==> src/rtl/core/bdp_pkg.sv <==
// Shared types, constants and field widths for the 2x2 box downscale pyramid.
package bdp_pkg;

	// Geometry limits
	localparam int MAX_WIDTH    = 2048;
	localparam int NUM_CHANNELS = 3;
	localparam int MAX_STAGES   = 3;
	localparam int ROW_LIMIT    = 4096;

	// Field widths
	localparam int CH_W    = 8;
	localparam int PX_W    = NUM_CHANNELS * CH_W;
	localparam int SUM_W   = CH_W + 1;
	localparam int PAIR_W  = NUM_CHANNELS * SUM_W;
	localparam int TOT_W   = CH_W + 2;
	localparam int COL_W   = 11;
	localparam int ROW_W   = 12;
	localparam int WID_W   = 12;
	localparam int HGT_W   = 13;
	localparam int SCALE_W = 2;

	// Configuration port
	localparam int CFG_IDX_W  = 2;
	localparam int CFG_DATA_W = 13;
	localparam logic [CFG_IDX_W-1:0] CFG_SOURCE_WIDTH  = 2'd0;
	localparam logic [CFG_IDX_W-1:0] CFG_SOURCE_HEIGHT = 2'd1;
	localparam logic [CFG_IDX_W-1:0] CFG_SCALE_LOG2    = 2'd2;

	// Reset values of the configuration registers
	localparam logic [WID_W-1:0]   RST_SOURCE_WIDTH  = 12'd640;
	localparam logic [HGT_W-1:0]   RST_SOURCE_HEIGHT = 13'd480;
	localparam logic [SCALE_W-1:0] RST_SCALE_LOG2    = 2'd1;

	// Decoupling queue
	localparam int QUEUE_DEPTH = 4;
	localparam int QPTR_W      = $clog2(QUEUE_DEPTH);

	// What one pyramid stage does with the pixel that reaches it
	typedef enum logic [2:0] {
		OP_IDLE,  // pixel does not reach this stage
		OP_LEFT,  // even column: hold as left sample
		OP_PAIR,  // odd column, even row: store horizontal pair sum
		OP_EMIT,  // odd column, odd row: emit block average
		OP_PASS   // stage beyond the selected count: forward unchanged
	} op_t;

	// One classified source pixel travelling from front to back
	typedef struct packed {
		logic [PX_W-1:0]            px;
		logic [COL_W-1:0]           col;
		op_t [MAX_STAGES-1:0]       ops;
		logic                       last;
	} item_t;

endpackage

==> src/rtl/core/bdp_front.sv <==
// Front end: configuration registers, raster position tracking, crop and stage classification.
module bdp_front
	import bdp_pkg::*;
(
	input  logic                  clk,
	input  logic                  arst_n,
	input  logic                  cfg_valid,
	output logic                  cfg_ready,
	input  logic [CFG_IDX_W-1:0]  cfg_index,
	input  logic [CFG_DATA_W-1:0] cfg_data,
	input  logic                  pix_valid,
	output logic                  pix_ready,
	input  logic [PX_W-1:0]       pix_data,
	output logic                  push_valid,
	input  logic                  push_ready,
	output item_t                 push_item
);

	logic [WID_W-1:0]   src_width_q;
	logic [HGT_W-1:0]   src_height_q;
	logic [SCALE_W-1:0] scale_q;
	logic [COL_W-1:0]   col_q;
	logic [ROW_W-1:0]   row_q;

	logic [SCALE_W-1:0] k;
	logic [WID_W-1:0]   w_eff;
	logic [WID_W-1:0]   tw;
	logic [HGT_W-1:0]   h_eff;
	logic [HGT_W-1:0]   th;
	logic               in_frame;
	logic               reach;
	logic               accept;
	logic [WID_W-1:0]   col_inc;
	logic [HGT_W-1:0]   row_inc;

	assign cfg_ready = 1'b1;

	// Configuration registers
	always_ff @(posedge clk or negedge arst_n) begin
		if (!arst_n) begin
			src_width_q  <= RST_SOURCE_WIDTH;
			src_height_q <= RST_SOURCE_HEIGHT;
			scale_q      <= RST_SCALE_LOG2;
		end else if (cfg_valid) begin
			case (cfg_index)
				CFG_SOURCE_WIDTH:  src_width_q  <= cfg_data[WID_W-1:0];
				CFG_SOURCE_HEIGHT: src_height_q <= cfg_data[HGT_W-1:0];
				CFG_SCALE_LOG2:    scale_q      <= cfg_data[SCALE_W-1:0];
				default: ;
			endcase
		end
	end

	// Effective geometry: clamp size, treat scale zero as one stage
	always_comb begin
		k     = (scale_q == '0) ? SCALE_W'(1) : scale_q;
		w_eff = (src_width_q > WID_W'(MAX_WIDTH)) ? WID_W'(MAX_WIDTH) : src_width_q;
		h_eff = (src_height_q > HGT_W'(ROW_LIMIT)) ? HGT_W'(ROW_LIMIT) : src_height_q;
		tw    = w_eff >> k;
		th    = h_eff >> k;
	end

	// Classify the current pixel: crop test, per-stage operation, frame end
	always_comb begin
		in_frame = (WID_W'(col_q) < (tw << k)) && (HGT_W'(row_q) < (th << k));
		push_item.px   = pix_data;
		push_item.col  = col_q;
		push_item.last = ((WID_W'(col_q) >> k) == (tw - WID_W'(1))) &&
		                 ((HGT_W'(row_q) >> k) == (th - HGT_W'(1)));
		reach = 1'b1;
		for (int s = 0; s < MAX_STAGES; s++) begin
			if (!reach) begin
				push_item.ops[s] = OP_IDLE;
			end else if (s >= int'(k)) begin
				push_item.ops[s] = OP_PASS;
			end else if (!col_q[s]) begin
				push_item.ops[s] = OP_LEFT;
			end else if (!row_q[s]) begin
				push_item.ops[s] = OP_PAIR;
			end else begin
				push_item.ops[s] = OP_EMIT;
			end
			if (s < int'(k)) begin
				reach = reach & col_q[s] & row_q[s];
			end
		end
	end

	// Cropped pixels are taken and dropped here
	assign pix_ready  = push_ready;
	assign accept     = pix_valid && pix_ready;
	assign push_valid = pix_valid && in_frame;

	assign col_inc = WID_W'(col_q) + WID_W'(1);
	assign row_inc = HGT_W'(row_q) + HGT_W'(1);

	// Advance raster position, wrap column then row
	always_ff @(posedge clk or negedge arst_n) begin
		if (!arst_n) begin
			col_q <= '0;
			row_q <= '0;
		end else if (accept) begin
			if (col_inc >= w_eff) begin
				col_q <= '0;
				row_q <= (row_inc >= h_eff) ? '0 : row_inc[ROW_W-1:0];
			end else begin
				col_q <= col_inc[COL_W-1:0];
			end
		end
	end

endmodule

==> config.mk <==
export PLATFORM = sky130hd
export DESIGN_NAME = bdp_front
export DESIGN_NICKNAME = d
export VERILOG_FILES = /design/src/rtl/core/bdp_pkg.sv /design/src/rtl/core/bdp_front.sv
export SDC_FILE = /design/constraint.sdc
export NUM_CORES = 1
export LEC_CHECK = 0
export BUFFER_PORTS_ARGS = -buffer_cell sky130_fd_sc_hd__buf_2
export CAP_MARGIN = 10
export CORE_MARGIN = 2
export CORE_UTILIZATION = 45
export DETAILED_ROUTE_END_ITERATION = 7
export PLACE_DENSITY = 0.75
export SYNTH_ARGS = -nofsm -noshare
export SYNTH_HDL_FRONTEND = slang
export SYNTH_SLANG_ARGS = --single-unit
==> constraint.sdc <==
create_clock -name clk -period 3.39 [get_ports clk]
set_input_delay 0.339 -clock clk [delete_from_list [all_inputs] [get_ports clk]]
set_output_delay 0.339 -clock clk [all_outputs]
set_load 0.05 [all_outputs]
==> flow_summary.yaml <==
outcome:
  status: "complete, but fails checks"
  violations: "setup timing"
finish:
  fillers: 1089
  multi_input_area_um2: 4180
  seq_area_um2: 1270
  fin_nets: 857
  antennaDiodeCount: 0
  areaGrowthSynthToFinish_pct: 19.7
  finalCoreUtilization_pct: 55.0
  layout-drive-gt1-share_pct: 32.4
power:
  power.total_mw: 4.50
  p_per_area_nw_per_um2: 650
  p_leak_nw: 3.15
  vdd_drop_max_uv: 564
clock_network:
  clock_path_buffers: 2
  cts_sinks: 50
  cts.clk_slew.worst_paths_ns: 0.07
  numCtsBuffers: 5
  clock_latency_ns: 0.30
  root_buffer: "clkbuf_16"
  cts_tree: "yes"
  htreeDepth: 2
grt:
  busiest_layer: "met2"
  globalRouteMet1Util_pct: 33.0
  grt_overflow: 0
  grt_use_met2_pct: 40.5
  grt_first_pass_wirelength_mm: 26.6
  grt_pass1_vias: 5224
  grt_use_total_pct: 24.7
  grt_max_degree: 43
  met3_usage_pct: 3.86
  antenna_found_initial: 0
floorplan:
  rows: 41
  coreArea_um2: 12600
  initial_core_util_pct: 46.0
  ioPinCount: 92
  fp.dieH_um: 117
  die_w_um: 117
  die_area_um2: 13800
synthesis:
  ys_seq_area_share_pct: 21.8
  synth_top_area_share_pct: 18.6
  syn-instance-count: 697
  synth_cell_types: 72
  avgSynthCellArea_um2: 8.29
  ys.flop_type: "dfrtp_1"
  synthTopCellsByArea: "dfrtp_1 (19%), ha_1 (10%), mux2_2 (6.2%)"
  syn_nets: 789
  yosys.area.top_type: "dfrtp_1"
  yosys.area_share.adder_pct: 10.4
  synth_top_family_by_area: "simple AND/OR/NAND/NOR gates"
  synth_warnings: 0
  synth_mux_area_share_pct: 12.4
  synth_edf_count: 0
  async_reset_ff_share_pct: 100
  synth_commonest_cells: "nand2_1 (63), nor2_1 (56), ha_1 (48)"
  synthSimpleGateAreaFrac_pct: 19.9
  synth_area_um2: 5780
  synth_xor_area_share_pct: 6.37
  synth-compound-area-share_pct: 19.6
  synth_most_common_cell: "nand2_1"
  ys_seq_elements: 50
detailed_routing:
  drc: 0
  drtIter0Drc: 499
  vias: 5532
  wl_per_cell_um: 18.4
  wl_mm: 17.3
  drt-pass1-iter-count: 5
  viasPerCell: 5.90
  ant_nets: 0
placement:
  dpl_worst_slack_ns: -0.0221
  place.gp.congestion: 0.970
  portBuffers: 41
  dp_hpwl_mm: 12.1
timing:
  hold_viol: 0
  rsz0062_at_grt: "true"
  final.setup.worst_slack_ns: -0.170
  fin_setup_tns_ns: -0.170
  fin_skew_ns: 0.00738
  slew_headroom_pct: 29.9
  finalMaxSlewViolations: 0
  tightest_slew_ns: 1.05
  fmax_mhz: 281
  fin_crit_ns: 3.56
  final.period_utilization_pct: 105
  setup_viol: 1
worst_setup_path:
  path_max_fanout: 7
  r2r-end: "row_q[2]"
  r2r_slack_ns: 0.15
  crit_path_end_kind: "output port"
  critPathRequiredTime_ns: 3.05
  worstReg2RegStart: "row_q[0]"
  cp_cell_sequence: "nor4_1, a31o_4, a211oi_4, and2_4, nand2_2, mux2_2, a2111o_1, nor4_4, buf_6"
  reg2reg_depth: 16
  critPathMaxStageDelay_ns: 0.55
  worstPathArrival_ns: 3.22
  cp_slowest_cell: "nor4_1"
  startpoint: "src_width_q[5]"
  cp-start-kind: "flop"
  crit_end: "push_item[0]"
  crit_type: "flop to output port"
flow_run:
  cap_viol_max_count: 0
worst_hold_path:
  hold_class: "input pin to async pin"
worst max-delay path: cells and delay by family (launching register included):
kind | cells | cell delay [ns]
compound gates | 3 | 0.77
buf+inv | 1 | 0.20
flops | 1 | 0.51
mux | 1 | 0.32
simple gates | 4 | 1.11
through the flow:
step                hold slack (ns)  cells  cell area (µm²)
floorplan                    0.0434    697             5810
global placement              0.505    909             6360
detailed placement            0.512    909             6360
CTS                           0.219    927             6690
global route                  0.265    938             6910
finish                        0.195    938             6910
where the power goes:
group / switching [mW] / internal, mW
sequential: 0.198 / 0.747
clock: 0.239 / 0.297
combinational: 1.68 / 1.34
flip-flops by register name, indices dropped and copies added (netlist names):
signal	count
col_q	11
scale_q	2
src_height_q	13
src_width_q	12
row_q	12
cell usage in the layout (no fill, tap or decap), types with 8 or more instances in the layout:
cell type,n
buf_4,89
nand2_1,60
nor2_1,54
ha_1,48
buf_2,40
dfrtp_1,36
mux2_2,32
mux2i_1,29
o21ai_0,29
a21oi_1,25
xnor2_1,24
nand2b_1,22
a21o_1,20
nand3_1,18
xor2_1,17
nor3_1,15
inv_1,13
nor2b_1,8
o21a_1,8
o31ai_1,8
cell families after synthesis:
group / count (synthesis)
fa+ha+maj: 48
other cells: 2
xor+xnor: 42
compound gates: 160
buf+inv: 95
mux: 66
simple gates: 234
flops: 50
final cells by class:
cell class | instances | share of cell area [%]
Multi-Input combinational cell | 552 | 60.4
Sequential cell | 50 | 18.4
Timing Repair Buffer | 140 | 14.9
Tap cell | 172 | 3.11
Clock buffer | 6 | 2.01
Inverter | 16 | 0.905
Clock inverter | 2 | 0.235
repair_timing:
| action | in CTS | in global routing |
|---|---|---|
| resized for setup | 22 | 37 |
| setup buffers | 10 | 10 |
| cloned | 0 | 1 |
| pin swaps | 12 | 17 |
| endpoints found under the setup margin | 2 | 19 |
| hold buffers | 0 | 0 |
worst min-delay path by stage:
stage | from | end | depth (start not counted)
2_1_floorplan | arst_n | col_q[0] | 0
3_3_place_gp | row_q[5] | row_q[5] | 1
3_5_place_dp | row_q[5] | row_q[5] | 1
4_1_cts | arst_n | col_q[6] | 1
5_1_grt | arst_n | row_q[1] | 1
6_report | arst_n | row_q[3] | 1
per-layer routing:
layer	routed length, µm	share of wire (%)
met3	1090	6.3
met5	0	0
met4	697	4.0
met1	7330	42
met2	8180	47
Power figures use the tool's default switching activity.
