**src/rtl/core/bdp_pkg.sv**
```systemverilog
// Shared types, constants and field widths for the 2x2 box downscale pyramid.
package bdp_pkg;

	// Geometry limits
	localparam int MAX_WIDTH    = 2048;
	localparam int NUM_CHANNELS = 3;
	localparam int MAX_STAGES   = 3;
	localparam int ROW_LIMIT    = 4096;

	// Field widths
	localparam int CH_W    = 8;
	localparam int PX_W    = NUM_CHANNELS * CH_W;
	localparam int SUM_W   = CH_W + 1;
	localparam int PAIR_W  = NUM_CHANNELS * SUM_W;
	localparam int TOT_W   = CH_W + 2;
	localparam int COL_W   = 11;
	localparam int ROW_W   = 12;
	localparam int WID_W   = 12;
	localparam int HGT_W   = 13;
	localparam int SCALE_W = 2;

	// Configuration port
	localparam int CFG_IDX_W  = 2;
	localparam int CFG_DATA_W = 13;
	localparam logic [CFG_IDX_W-1:0] CFG_SOURCE_WIDTH  = 2'd0;
	localparam logic [CFG_IDX_W-1:0] CFG_SOURCE_HEIGHT = 2'd1;
	localparam logic [CFG_IDX_W-1:0] CFG_SCALE_LOG2    = 2'd2;

	// Reset values of the configuration registers
	localparam logic [WID_W-1:0]   RST_SOURCE_WIDTH  = 12'd640;
	localparam logic [HGT_W-1:0]   RST_SOURCE_HEIGHT = 13'd480;
	localparam logic [SCALE_W-1:0] RST_SCALE_LOG2    = 2'd1;

	// Decoupling queue
	localparam int QUEUE_DEPTH = 4;
	localparam int QPTR_W      = $clog2(QUEUE_DEPTH);

	// What one pyramid stage does with the pixel that reaches it
	typedef enum logic [2:0] {
		OP_IDLE,  // pixel does not reach this stage
		OP_LEFT,  // even column: hold as left sample
		OP_PAIR,  // odd column, even row: store horizontal pair sum
		OP_EMIT,  // odd column, odd row: emit block average
		OP_PASS   // stage beyond the selected count: forward unchanged
	} op_t;

	// One classified source pixel travelling from front to back
	typedef struct packed {
		logic [PX_W-1:0]            px;
		logic [COL_W-1:0]           col;
		op_t [MAX_STAGES-1:0]       ops;
		logic                       last;
	} item_t;

endpackage

```
**src/rtl/core/bdp_queue.sv**
```systemverilog
// Short queue that decouples the classifying front end from the filter pipeline.
module bdp_queue
	import bdp_pkg::*;
(
	input  logic  clk,
	input  logic  arst_n,
	input  logic  push_valid,
	output logic  push_ready,
	input  item_t push_item,
	output logic  pop_valid,
	input  logic  pop_ready,
	output item_t pop_item
);

	item_t             entry_q [QUEUE_DEPTH];
	logic [QPTR_W-1:0] wr_ptr_q;
	logic [QPTR_W-1:0] rd_ptr_q;
	logic [QPTR_W:0]   count_q;
	logic              do_push;
	logic              do_pop;

	assign push_ready = (count_q != (QPTR_W+1)'(QUEUE_DEPTH));
	assign pop_valid  = (count_q != '0);
	assign pop_item   = entry_q[rd_ptr_q];
	assign do_push    = push_valid && push_ready;
	assign do_pop     = pop_valid && pop_ready;

	// Store pushed entries
	always_ff @(posedge clk) begin
		if (do_push) begin
			entry_q[wr_ptr_q] <= push_item;
		end
	end

	// Pointers and fill count
	always_ff @(posedge clk or negedge arst_n) begin
		if (!arst_n) begin
			wr_ptr_q <= '0;
			rd_ptr_q <= '0;
			count_q  <= '0;
		end else begin
			if (do_push) begin
				wr_ptr_q <= wr_ptr_q + QPTR_W'(1);
			end
			if (do_pop) begin
				rd_ptr_q <= rd_ptr_q + QPTR_W'(1);
			end
			case ({do_push, do_pop})
				2'b10:   count_q <= count_q + (QPTR_W+1)'(1);
				2'b01:   count_q <= count_q - (QPTR_W+1)'(1);
				default: ;
			endcase
		end
	end

endmodule

```
**config.mk**
```make
export PLATFORM = sky130hd
export DESIGN_NAME = bdp_queue
export DESIGN_NICKNAME = d
export VERILOG_FILES = /design/src/rtl/core/bdp_pkg.sv /design/src/rtl/core/bdp_queue.sv
export SDC_FILE = /design/constraint.sdc
export NUM_CORES = 1
export LEC_CHECK = 0
export BUFFER_PORTS_ARGS = -buffer_cell sky130_fd_sc_hd__buf_2
export CAP_MARGIN = 15
export CELL_PAD_IN_SITES_DETAIL_PLACEMENT = 0
export CELL_PAD_IN_SITES_GLOBAL_PLACEMENT = 1
export CORE_MARGIN = 2
export CORE_UTILIZATION = 40
export DETAILED_ROUTE_END_ITERATION = 10
export HOLD_SLACK_MARGIN = 0.15
export PLACE_DENSITY = 0.7
export SETUP_SLACK_MARGIN = 0.4
export SYNTH_ARGS = -nofsm -noshare
export SYNTH_HDL_FRONTEND = slang
export SYNTH_SLANG_ARGS = --single-unit
export TNS_END_PERCENT = 30
```
**constraint.sdc**
```tcl
create_clock -name clk -period 2.3 [get_ports clk]
set_input_delay 0.46 -clock clk [delete_from_list [all_inputs] [get_ports clk]]
set_output_delay 0.46 -clock clk [all_outputs]
set_load 0.02 [all_outputs]
```
==> results.sh, run 1 <==
export IMPL_critPathSlowestCell="mux4_2"
export IMPL_utilization_pct=50.9
export IMPL_n_fill_cell=1356
export IMPL_wl_per_cell_um=18.9
export IMPL_cts_root_buf="clkbuf_16"
export IMPL_drt_vias_per_instance=4.89
export IMPL_max_stage_delay_ps=530
export IMPL_placed_cells=595
export IMPL_ir_drop_v=0.000608
export IMPL_relSlewSlack_pct=73.5
export IMPL_critPathLaunchType="flop"
export IMPL_grt_pass1_vias=3381
export IMPL_power_leakage_nw=3.03
export IMPL_tns_ps=-58.7
export IMPL_wl_um=12000
export IMPL_synth_avg_cell_area_um2=25.4
export IMPL_required_ps=1840
export IMPL_use_met2_pct=22.9
export IMPL_arrival_ps=1860
export IMPL_multi_input_area_mm2=0.00127
export IMPL_seqPwrFrac_pct=39.2
export IMPL_hold_violations=0
export IMPL_fmax_mhz=431
export IMPL_vias=3111
export IMPL_swShare_pct=30.3
export IMPL_cts_inserted_buffers=17
export IMPL_ant_nets=0
export IMPL_setup_viol=6
export IMPL_gr_total_overflow=0
export IMPL_crit_path_cell_trace="buf_12 -> buf_12 -> mux4_2 -> buf_2"
export IMPL_grt_util_met3_pct=5.39
export IMPL_layout_drive_gt1_share_pct=50.6
export IMPL_dieWidth_um=135
export IMPL_critPathKind="flop to primary output"
export IMPL_critPathLaunch="rd_ptr_q[0]"
export IMPL_synth_area_leaders="edfxtp_1 (78%), mux4_2 (15%), dfrtp_1 (2.5%)"
export IMPL_synthFlopType="edfxtp_1"
export IMPL_grt_max_degree=30
export IMPL_cp_top_family="multiplexers"
export IMPL_power_density_mw_per_mm2=1390
export IMPL_final_cells=636
export IMPL_total_power_mw=12.1
export IMPL_syn_nets=327
export IMPL_cp_num_buf_inv=3
export IMPL_violations="setup timing"
export IMPL_drtIter0Drc=181
export IMPL_dieArea_mm2=0.0183
export IMPL_period_needed_ps=2320
export IMPL_ys_types=20
export IMPL_internal_power_mw=8.46
export IMPL_yosys_warnings=0
export IMPL_drtPass1Iterations=4
export IMPL_whs_ps=244
export IMPL_p_clk_share_pct=25.5
export IMPL_p_sw_mw=3.68
export IMPL_path_max_fanout=9
export IMPL_grt_pass1_wl_um=19000
export IMPL_crit_top_cell="buf_12"
export IMPL_hp_start="push_item[41]"
export IMPL_clk_pin_slew_ps=70
export IMPL_syn_inst=272
export IMPL_hp_class="primary input to flop"
export IMPL_ff_latch_area_mm2=0.00559
export IMPL_reg2reg_from="count_q[0]"
export IMPL_cts_tree="built"
export IMPL_clockBufferDepth=2
export IMPL_syn_to_final_growth_pct=26.1
export IMPL_fin_crit_sh_pct=101
export IMPL_cap_violations=0
export IMPL_globalplace_congestion=0.739
export IMPL_fp_row_count=48
export IMPL_yosysTopAreaCellShare_pct=78.2
export IMPL_initial_utilization_pct=40.4
export IMPL_htreeDepth=4
export IMPL_die_h_um=135
export IMPL_worstMarginPinSlew_ps=398
export IMPL_synth_top_area_cell="edfxtp_1"
export IMPL_clkLatencyLatePin_ps=420
export IMPL_busiest_layer="met2"
export IMPL_io_buffers=95
export IMPL_fin_ws_ps=-21.9
export IMPL_num_antenna_cells=0
export IMPL_fin_skew_ps=7.89
export IMPL_netlist_area_mm2=0.00691
export IMPL_core_area_mm2=0.0171
export IMPL_synth_seq_area_share_pct=80.8
export IMPL_drcViolationCount=0
export IMPL_synth_seq_cells=187
export IMPL_nets=453
export IMPL_synth_edf_count=180
export IMPL_pwr_share_comb_pct=35.3
export IMPL_critPathCaptureType="primary output"
export IMPL_slew_viol_final=0
export IMPL_hpwl_um=7420
export IMPL_antenna_found_initial=1
export IMPL_async_reset_ff_share_pct=3.74
export IMPL_io_pins=96
export IMPL_outcome="finished with violations"
export IMPL_grt_usage_pct=14.3
export IMPL_cts_sinks=187
export IMPL_globalRouteMet1Util_pct=18.2
export IMPL_rsz0062_at_grt="yes"
power by group through the flow:
| stage | clock (mW) | sequential (mW) | combinational (mW) |
|---|---|---|---|
| CTS | 3.16 | 4.76 | 4.30 |
| detailed placement | 0 | 4.91 | 3.72 |
| floorplan | 0 | 4.70 | 2.57 |
| finish | 3.09 | 4.76 | 4.29 |
| global placement | 0 | 4.87 | 3.72 |
| global route | 3.30 | 4.82 | 4.59 |
through the flow:
step / area [um2] / worst slack, ps
after floorplan: 6930 / 255
after global placement: 7810 / 244
after detailed placement: 7810 / 224
after CTS: 8670 / -48.0
after global routing: 8710 / -87.1
final: 8710 / -21.9
Yosys cell counts, types with 3 or more instances:
cell	number
dfrtp_1	7
xnor2_1	3
ha_1	5
buf_4	4
mux4_2	45
inv_1	6
buf_2	5
edfxtp_1	180
and3_2	4
xor2_1	3
cell families after synthesis:
group,share of synthesized area (%)
AOI/OAI and AO/OA,0.145
and+or+nand+nor,0.941
buffers and inverters,1.18
xor gates and xnor gates,0.761
muxes,15.0
DFF,80.8
adders and majority gates,1.20
worst paths after layout:
kind	cells after the start	end	slack (ps)
setup / recovery	4	pop_item[0]	-20
hold / removal	1	entry_q[3][41]	240
setup reg to reg	9	count_q[2]	130
hold reg to reg	1	count_q[2]	550
max in group asynchronous	2	rd_ptr_q[1]	1710
min in group asynchronous	2	rd_ptr_q[0]	410
registers in the layout (all words and copies together) (netlist names):
register,flops
count_q,3
rd_ptr_q,2
wr_ptr_q,2
entry_q,180
metal layers:
| layer | wire length [um] | vias up |
|---|---|---|
| met1 | 5200 | 1616 |
| met2 | 6000 | 77 |
| met5 | 11 | - |
| li1 | - | 1405 |
| met3 | 655 | 11 |
| met4 | 146 | 2 |
timing repair:
item | in CTS | in global routing
hold endpoints to repair | 7 | 0
cloned | 1 | 0
resized for setup | 36 | 11
buffers inserted | 6 | 1
hold buffers | 1 | 0
setup endpoints to repair | 78 | 77
pin swaps | 5 | 5
cell type report:
cell class | count | share of cell area (%)
Sequential cell | 187 | 64.1
Multi-Input combinational cell | 69 | 14.6
Timing Repair Buffer | 117 | 10.4
Clock buffer | 17 | 4.88
Tap cell | 225 | 3.23
Clock inverter | 15 | 2.44
Inverter | 6 | 0.259
cell usage in the layout, fill, tap and decap left out, types with 4 or more instances in the layout:
cell type,count
buf_12,9
buf_2,74
buf_4,11
buf_6,21
bufinv_16,4
clkbuf_16,17
clkinvlp_4,4
dfrtp_1,5
edfxtp_1,180
ha_1,4
inv_1,4
mux4_2,45
Power figures use the tool's default switching activity.
==> run 2: changes to the inputs <==
--- a/config.mk
+++ b/config.mk
@@ -9,6 +9,7 @@
 export CAP_MARGIN = 15
 export CELL_PAD_IN_SITES_DETAIL_PLACEMENT = 0
 export CELL_PAD_IN_SITES_GLOBAL_PLACEMENT = 1
+export CORE_ASPECT_RATIO = 1.2
 export CORE_MARGIN = 2
 export CORE_UTILIZATION = 40
 export DETAILED_ROUTE_END_ITERATION = 10
==> results.sh, run 2 (synthesis gave the netlist of run 1 again) <==
export IMPL_reg2reg_setup_slack_ps=170
export IMPL_cp_top_family="buffers and inverters"
export IMPL_dieWidth_um=124
export IMPL_relSlewSlack_pct=71.9
export IMPL_violations="setup timing"
export IMPL_power_leakage_nw=2.98
export IMPL_initial_utilization_pct=40.9
export IMPL_io_buffers=95
export IMPL_vias=3164
export IMPL_reg2reg_from="count_q[0]"
export IMPL_globalplace_congestion=0.697
export IMPL_critPathLaunch="rd_ptr_q[0]"
export IMPL_layout_commonest_cell="edfxtp_1"
export IMPL_drtIter0Drc=249
export IMPL_tns_ps=-590
export IMPL_clockBufferDepth=2
export IMPL_hold_violations=0
export IMPL_critPathLaunchType="flop"
export IMPL_setup_viol=29
export IMPL_max_stage_delay_ps=500
export IMPL_hold_end="entry_q[1][39]"
export IMPL_reg_top3="entry_q: 180 flops, count_q: 3 flops"
export IMPL_fin_crit_sh_pct=102
export IMPL_num_antenna_cells=0
export IMPL_cts_sinks=187
export IMPL_nets=453
export IMPL_arrival_ps=1880
export IMPL_htreeDepth=4
export IMPL_grt_max_degree=29
export IMPL_largest_register="entry_q"
export IMPL_layout_common_cells="edfxtp_1 (180), buf_2 (77), mux4_2 (45)"
export IMPL_final_cells=626
export IMPL_critPathCaptureType="primary output"
export IMPL_r2r_end="count_q[2]"
export IMPL_largest_reg_flops=180
export IMPL_wl_um=12700
export IMPL_cts_tree="built"
export IMPL_reg2reg_depth=9
export IMPL_grt_usage_pct=14.8
export IMPL_hp_start="push_item[39]"
export IMPL_cp_num_buf_inv=3
export IMPL_path_max_fanout=5
export IMPL_period_needed_ps=2340
export IMPL_worstMarginPinSlew_ps=421
export IMPL_antenna_found_initial=2
export IMPL_core_area_mm2=0.0169
export IMPL_cap_violations=0
export IMPL_ir_drop_v=0.000761
export IMPL_hold_depth=1
export IMPL_rsz0062_at_grt="yes"
export IMPL_fp_row_count=52
export IMPL_gr_total_overflow=0
export IMPL_critPathSlowestCell="mux4_2"
export IMPL_wl_per_cell_um=20.4
export IMPL_whs_ps=251
export IMPL_crit_path_cell_trace="buf_12 -> clkbuf_16 -> mux4_2 -> buf_2"
export IMPL_grt_pass1_vias=3444
export IMPL_die_h_um=148
export IMPL_drcViolationCount=0
export IMPL_grt_pass1_wl_um=19200
export IMPL_ant_nets=0
export IMPL_slew_viol_final=0
export IMPL_hpwl_um=7370
export IMPL_hp_class="primary input to flop"
export IMPL_syn_to_final_growth_pct=24.2
export IMPL_dieArea_mm2=0.0183
export IMPL_drt_vias_per_instance=5.05
export IMPL_fin_skew_ps=10.7
export IMPL_placed_cells=585
export IMPL_io_pins=96
export IMPL_utilization_pct=50.7
export IMPL_cts_root_buf="clkbuf_16"
export IMPL_layout_drive_gt1_share_pct=50.0
export IMPL_fin_ws_ps=-39.2
export IMPL_critPathKind="flop to primary output"
export IMPL_power_density_mw_per_mm2=1360
export IMPL_clkLatencyLatePin_ps=420
export IMPL_clk_pin_slew_ps=70
export IMPL_dp_slack_ps=165
export IMPL_required_ps=1840
export IMPL_cts_inserted_buffers=17
export IMPL_outcome="finished with violations"
export IMPL_fmax_mhz=427
export IMPL_drtPass1Iterations=4
## run 2: cell types whose count changed in the layout (fill, tap and decap cells not counted), moves of 2 or more
cell       change
and3_2         +2
dfrtp_2        +2
clkbuf_1       +2
buf_16         +3
inv_8          -2
buf_6          -3
buf_2          +3
bufinv_16      -4
and3_4         -2
clkbuf_16      +3
buf_12         -7
## run 2: worst max-delay path by stage
stage / slack, ps / depth (start not counted) / to
after floorplan: 250 / 9 / count_q[2]
after global placement: 250 / 9 / count_q[2]
after detailed placement: 170 / 9 / count_q[2]
after CTS: -100 / 4 / pop_item[6]
after global routing: -100 / 4 / pop_item[15]
final: -40 / 4 / pop_item[29]
## run 2: final cells by class
type	instances	area, um2
inverter	6	22.5
timing repair buffer	117	913
clock inverter	12	90.1
clock buffer	19	433
fill	1381	8330
tap	216	270
sequential	187	5590
multi-input combinational	69	1270
## run 2: report_power, final
part	leakage, nW	internal, mW	switching, mW	total (mW)
Combinational	1.02	2.09	2.27	4.37
Clock	0.240	1.38	1.19	2.58
Sequential	1.73	4.52	0.187	4.71
Total	2.98	8.00	3.65	11.7
## run 2: layer usage
layer,GRT usage (%),vias up,wire [um]
met5,0,-,13
met4,5.28,2,144
met3,4.32,11,702
met2,24.4,90,6690
met1,18.5,1653,5190
li1,-,1408,-
## run 2: metrics by stage
stage,power (mW),instance area [um2]
6_report,11.7,8580
5_1_grt,12.2,8580
4_1_cts,11.4,8370
3_5_place_dp,8.51,7730
3_3_place_gp,8.44,7730
2_1_floorplan,7.26,6930
## run 2: timing repair
item                       in CTS  in global routing
hold endpoints to repair        7                  0
cloned                          2                  3
pin swaps                       5                  3
setup buffers                   2                  2
resized for setup               5                 37
hold buffers                    1                  0
setup endpoints to repair      49                 49
==> run 3: changes to the inputs <==
--- a/config.mk
+++ b/config.mk
@@ -15,6 +15,7 @@
 export DETAILED_ROUTE_END_ITERATION = 10
 export HOLD_SLACK_MARGIN = 0.15
 export PLACE_DENSITY = 0.7
+export REMOVE_ABC_BUFFERS = 1
 export SETUP_SLACK_MARGIN = 0.4
 export SYNTH_ARGS = -nofsm -noshare
 export SYNTH_HDL_FRONTEND = slang
==> results.sh, run 3 (synthesis gave the netlist of run 1 again) <==
export IMPL_outcome="finished with violations"
export IMPL_violations="setup timing"
export IMPL_power_leakage_nw=3.05
export IMPL_gr_total_overflow=0
export IMPL_dieArea_mm2=0.0183
export IMPL_fin_crit_sh_pct=101
export IMPL_path_max_fanout=5
export IMPL_cts_inserted_buffers=17
export IMPL_worstMarginPinSlew_ps=415
export IMPL_clockBufferDepth=2
export IMPL_period_needed_ps=2320
export IMPL_wl_per_cell_um=20.3
export IMPL_drcViolationCount=0
export IMPL_cts_tree="built"
export IMPL_whs_ps=256
export IMPL_tns_ps=-87.9
export IMPL_grt_pass1_wl_um=18900
export IMPL_clk_pin_slew_ps=70
export IMPL_fp_row_count=52
export IMPL_r2r_end="count_q[2]"
export IMPL_reg2reg_depth=9
export IMPL_fmax_mhz=431
export IMPL_ant_nets=0
export IMPL_drtPass1Iterations=4
export IMPL_largest_reg_flops=180
export IMPL_hpwl_um=6800
export IMPL_slew_viol_final=0
export IMPL_relSlewSlack_pct=72.3
export IMPL_antenna_found_initial=2
export IMPL_dieWidth_um=124
export IMPL_grt_usage_pct=14.4
export IMPL_setup_viol=13
export IMPL_drt_vias_per_instance=5.06
export IMPL_layout_drive_gt1_share_pct=50.1
export IMPL_fin_ws_ps=-17.9
export IMPL_syn_to_final_growth_pct=26.7
export IMPL_layout_common_cells="edfxtp_1 (180), buf_2 (64), mux4_2 (45)"
export IMPL_cts_sinks=187
export IMPL_critPathKind="flop to primary output"
export IMPL_drtIter0Drc=216
export IMPL_hp_start="push_item[10]"
export IMPL_ir_drop_v=0.000662
export IMPL_io_pins=96
export IMPL_critPathLaunchType="flop"
export IMPL_arrival_ps=1860
export IMPL_cts_root_buf="clkbuf_16"
export IMPL_cap_violations=0
export IMPL_grt_pass1_vias=3420
export IMPL_clkLatencyLatePin_ps=420
export IMPL_die_h_um=148
export IMPL_hold_violations=0
export IMPL_io_buffers=95
export IMPL_required_ps=1840
export IMPL_wl_um=12700
export IMPL_grt_max_degree=46
export IMPL_utilization_pct=51.8
export IMPL_globalplace_congestion=0.682
export IMPL_htreeDepth=4
export IMPL_critPathCapture="pop_item[16]"
export IMPL_fin_skew_ps=8.27
export IMPL_critPathLaunch="rd_ptr_q[0]"
export IMPL_vias=3164
export IMPL_reg2reg_setup_slack_ps=220
export IMPL_rsz0062_at_grt="yes"
export IMPL_reg_top3="entry_q: 180 flops, count_q: 3 flops"
export IMPL_critPathCaptureType="primary output"
export IMPL_core_area_mm2=0.0169
export IMPL_hp_class="primary input to flop"
export IMPL_power_density_mw_per_mm2=1390
export IMPL_layout_commonest_cell="edfxtp_1"
export IMPL_initial_utilization_pct=40.9
export IMPL_reg2reg_from="count_q[1]"
export IMPL_nets=452
export IMPL_largest_register="entry_q"
==> run 3: cell count changes in the layout (fill, tap and decap cells not counted), moves of 2 or more <==
cell | previous run | this run
clkinv_2 | 1 | 5
buf_12 | 2 | 7
clkinvlp_4 | 5 | 1
inv_6 | 4 | 1
buf_4 | 12 | 3
buf_2 | 77 | 64
buf_6 | 18 | 34
diode_2 | 0 | 2
bufinv_16 | 0 | 2
clkbuf_1 | 2 | 0
==> run 3: layout make-up <==
type,instances,area [um2]
multi-input combinational,69,1270
sequential,187,5590
clock inverter,12,125
inverter,6,22.5
tap,216,270
antenna,2,5.00
fill,1331,8160
clock buffer,17,425
timing repair buffer,116,1050
==> run 3: report_power, final <==
group          leakage (nW)  internal, mW  switching (mW)
Sequential             1.73          4.52           0.186
Clock                 0.274          1.58            1.17
Combinational          1.05          2.35            2.34
==> run 3: stage by stage <==
stage / std cells / area, um2 / total power, mW / setup slack [ps]
2_1_floorplan: 262 / 6850 / 7.19 / -784
3_3_place_gp: 581 / 7740 / 8.44 / 171
3_5_place_dp: 581 / 7740 / 8.51 / 139
4_1_cts: 619 / 8490 / 11.7 / -75.0
5_1_grt: 623 / 8750 / 12.7 / -74.3
6_report: 625 / 8750 / 12.2 / -17.9
==> run 3: repair_timing <==
action,in CTS,in global routing
setup endpoints to repair,49,76
resized for setup,23,56
hold buffers,1,0
pin swaps,6,5
endpoints found under the hold margin,7,0
gates cloned,3,3
buffers inserted,5,1
==> run 3: critical path, cell delays in order, from the launching register on <==
cell,delay (ps)
dfrtp_4,460
buf_6,150
clkbuf_16,150
mux4_2,500
buf_2,180
==> run 3: how the worst min path moves through the flow <==
stage                      to  slack (ps)  cells after the start
3_5_place_dp       count_q[1]         310                      1
3_3_place_gp      wr_ptr_q[0]         300                      1
4_1_cts        entry_q[0][18]         230                      1
2_1_floorplan      count_q[0]         160                      0
6_report       entry_q[1][10]         260                      1
5_1_grt        entry_q[0][34]         230                      1
==> run 3: per-layer routing <==
layer	GRT usage [%]	part of all wire, %
met2	23.4	51
met1	18.0	43
met4	4.94	1.3
met5	0	0
met3	4.90	5.2
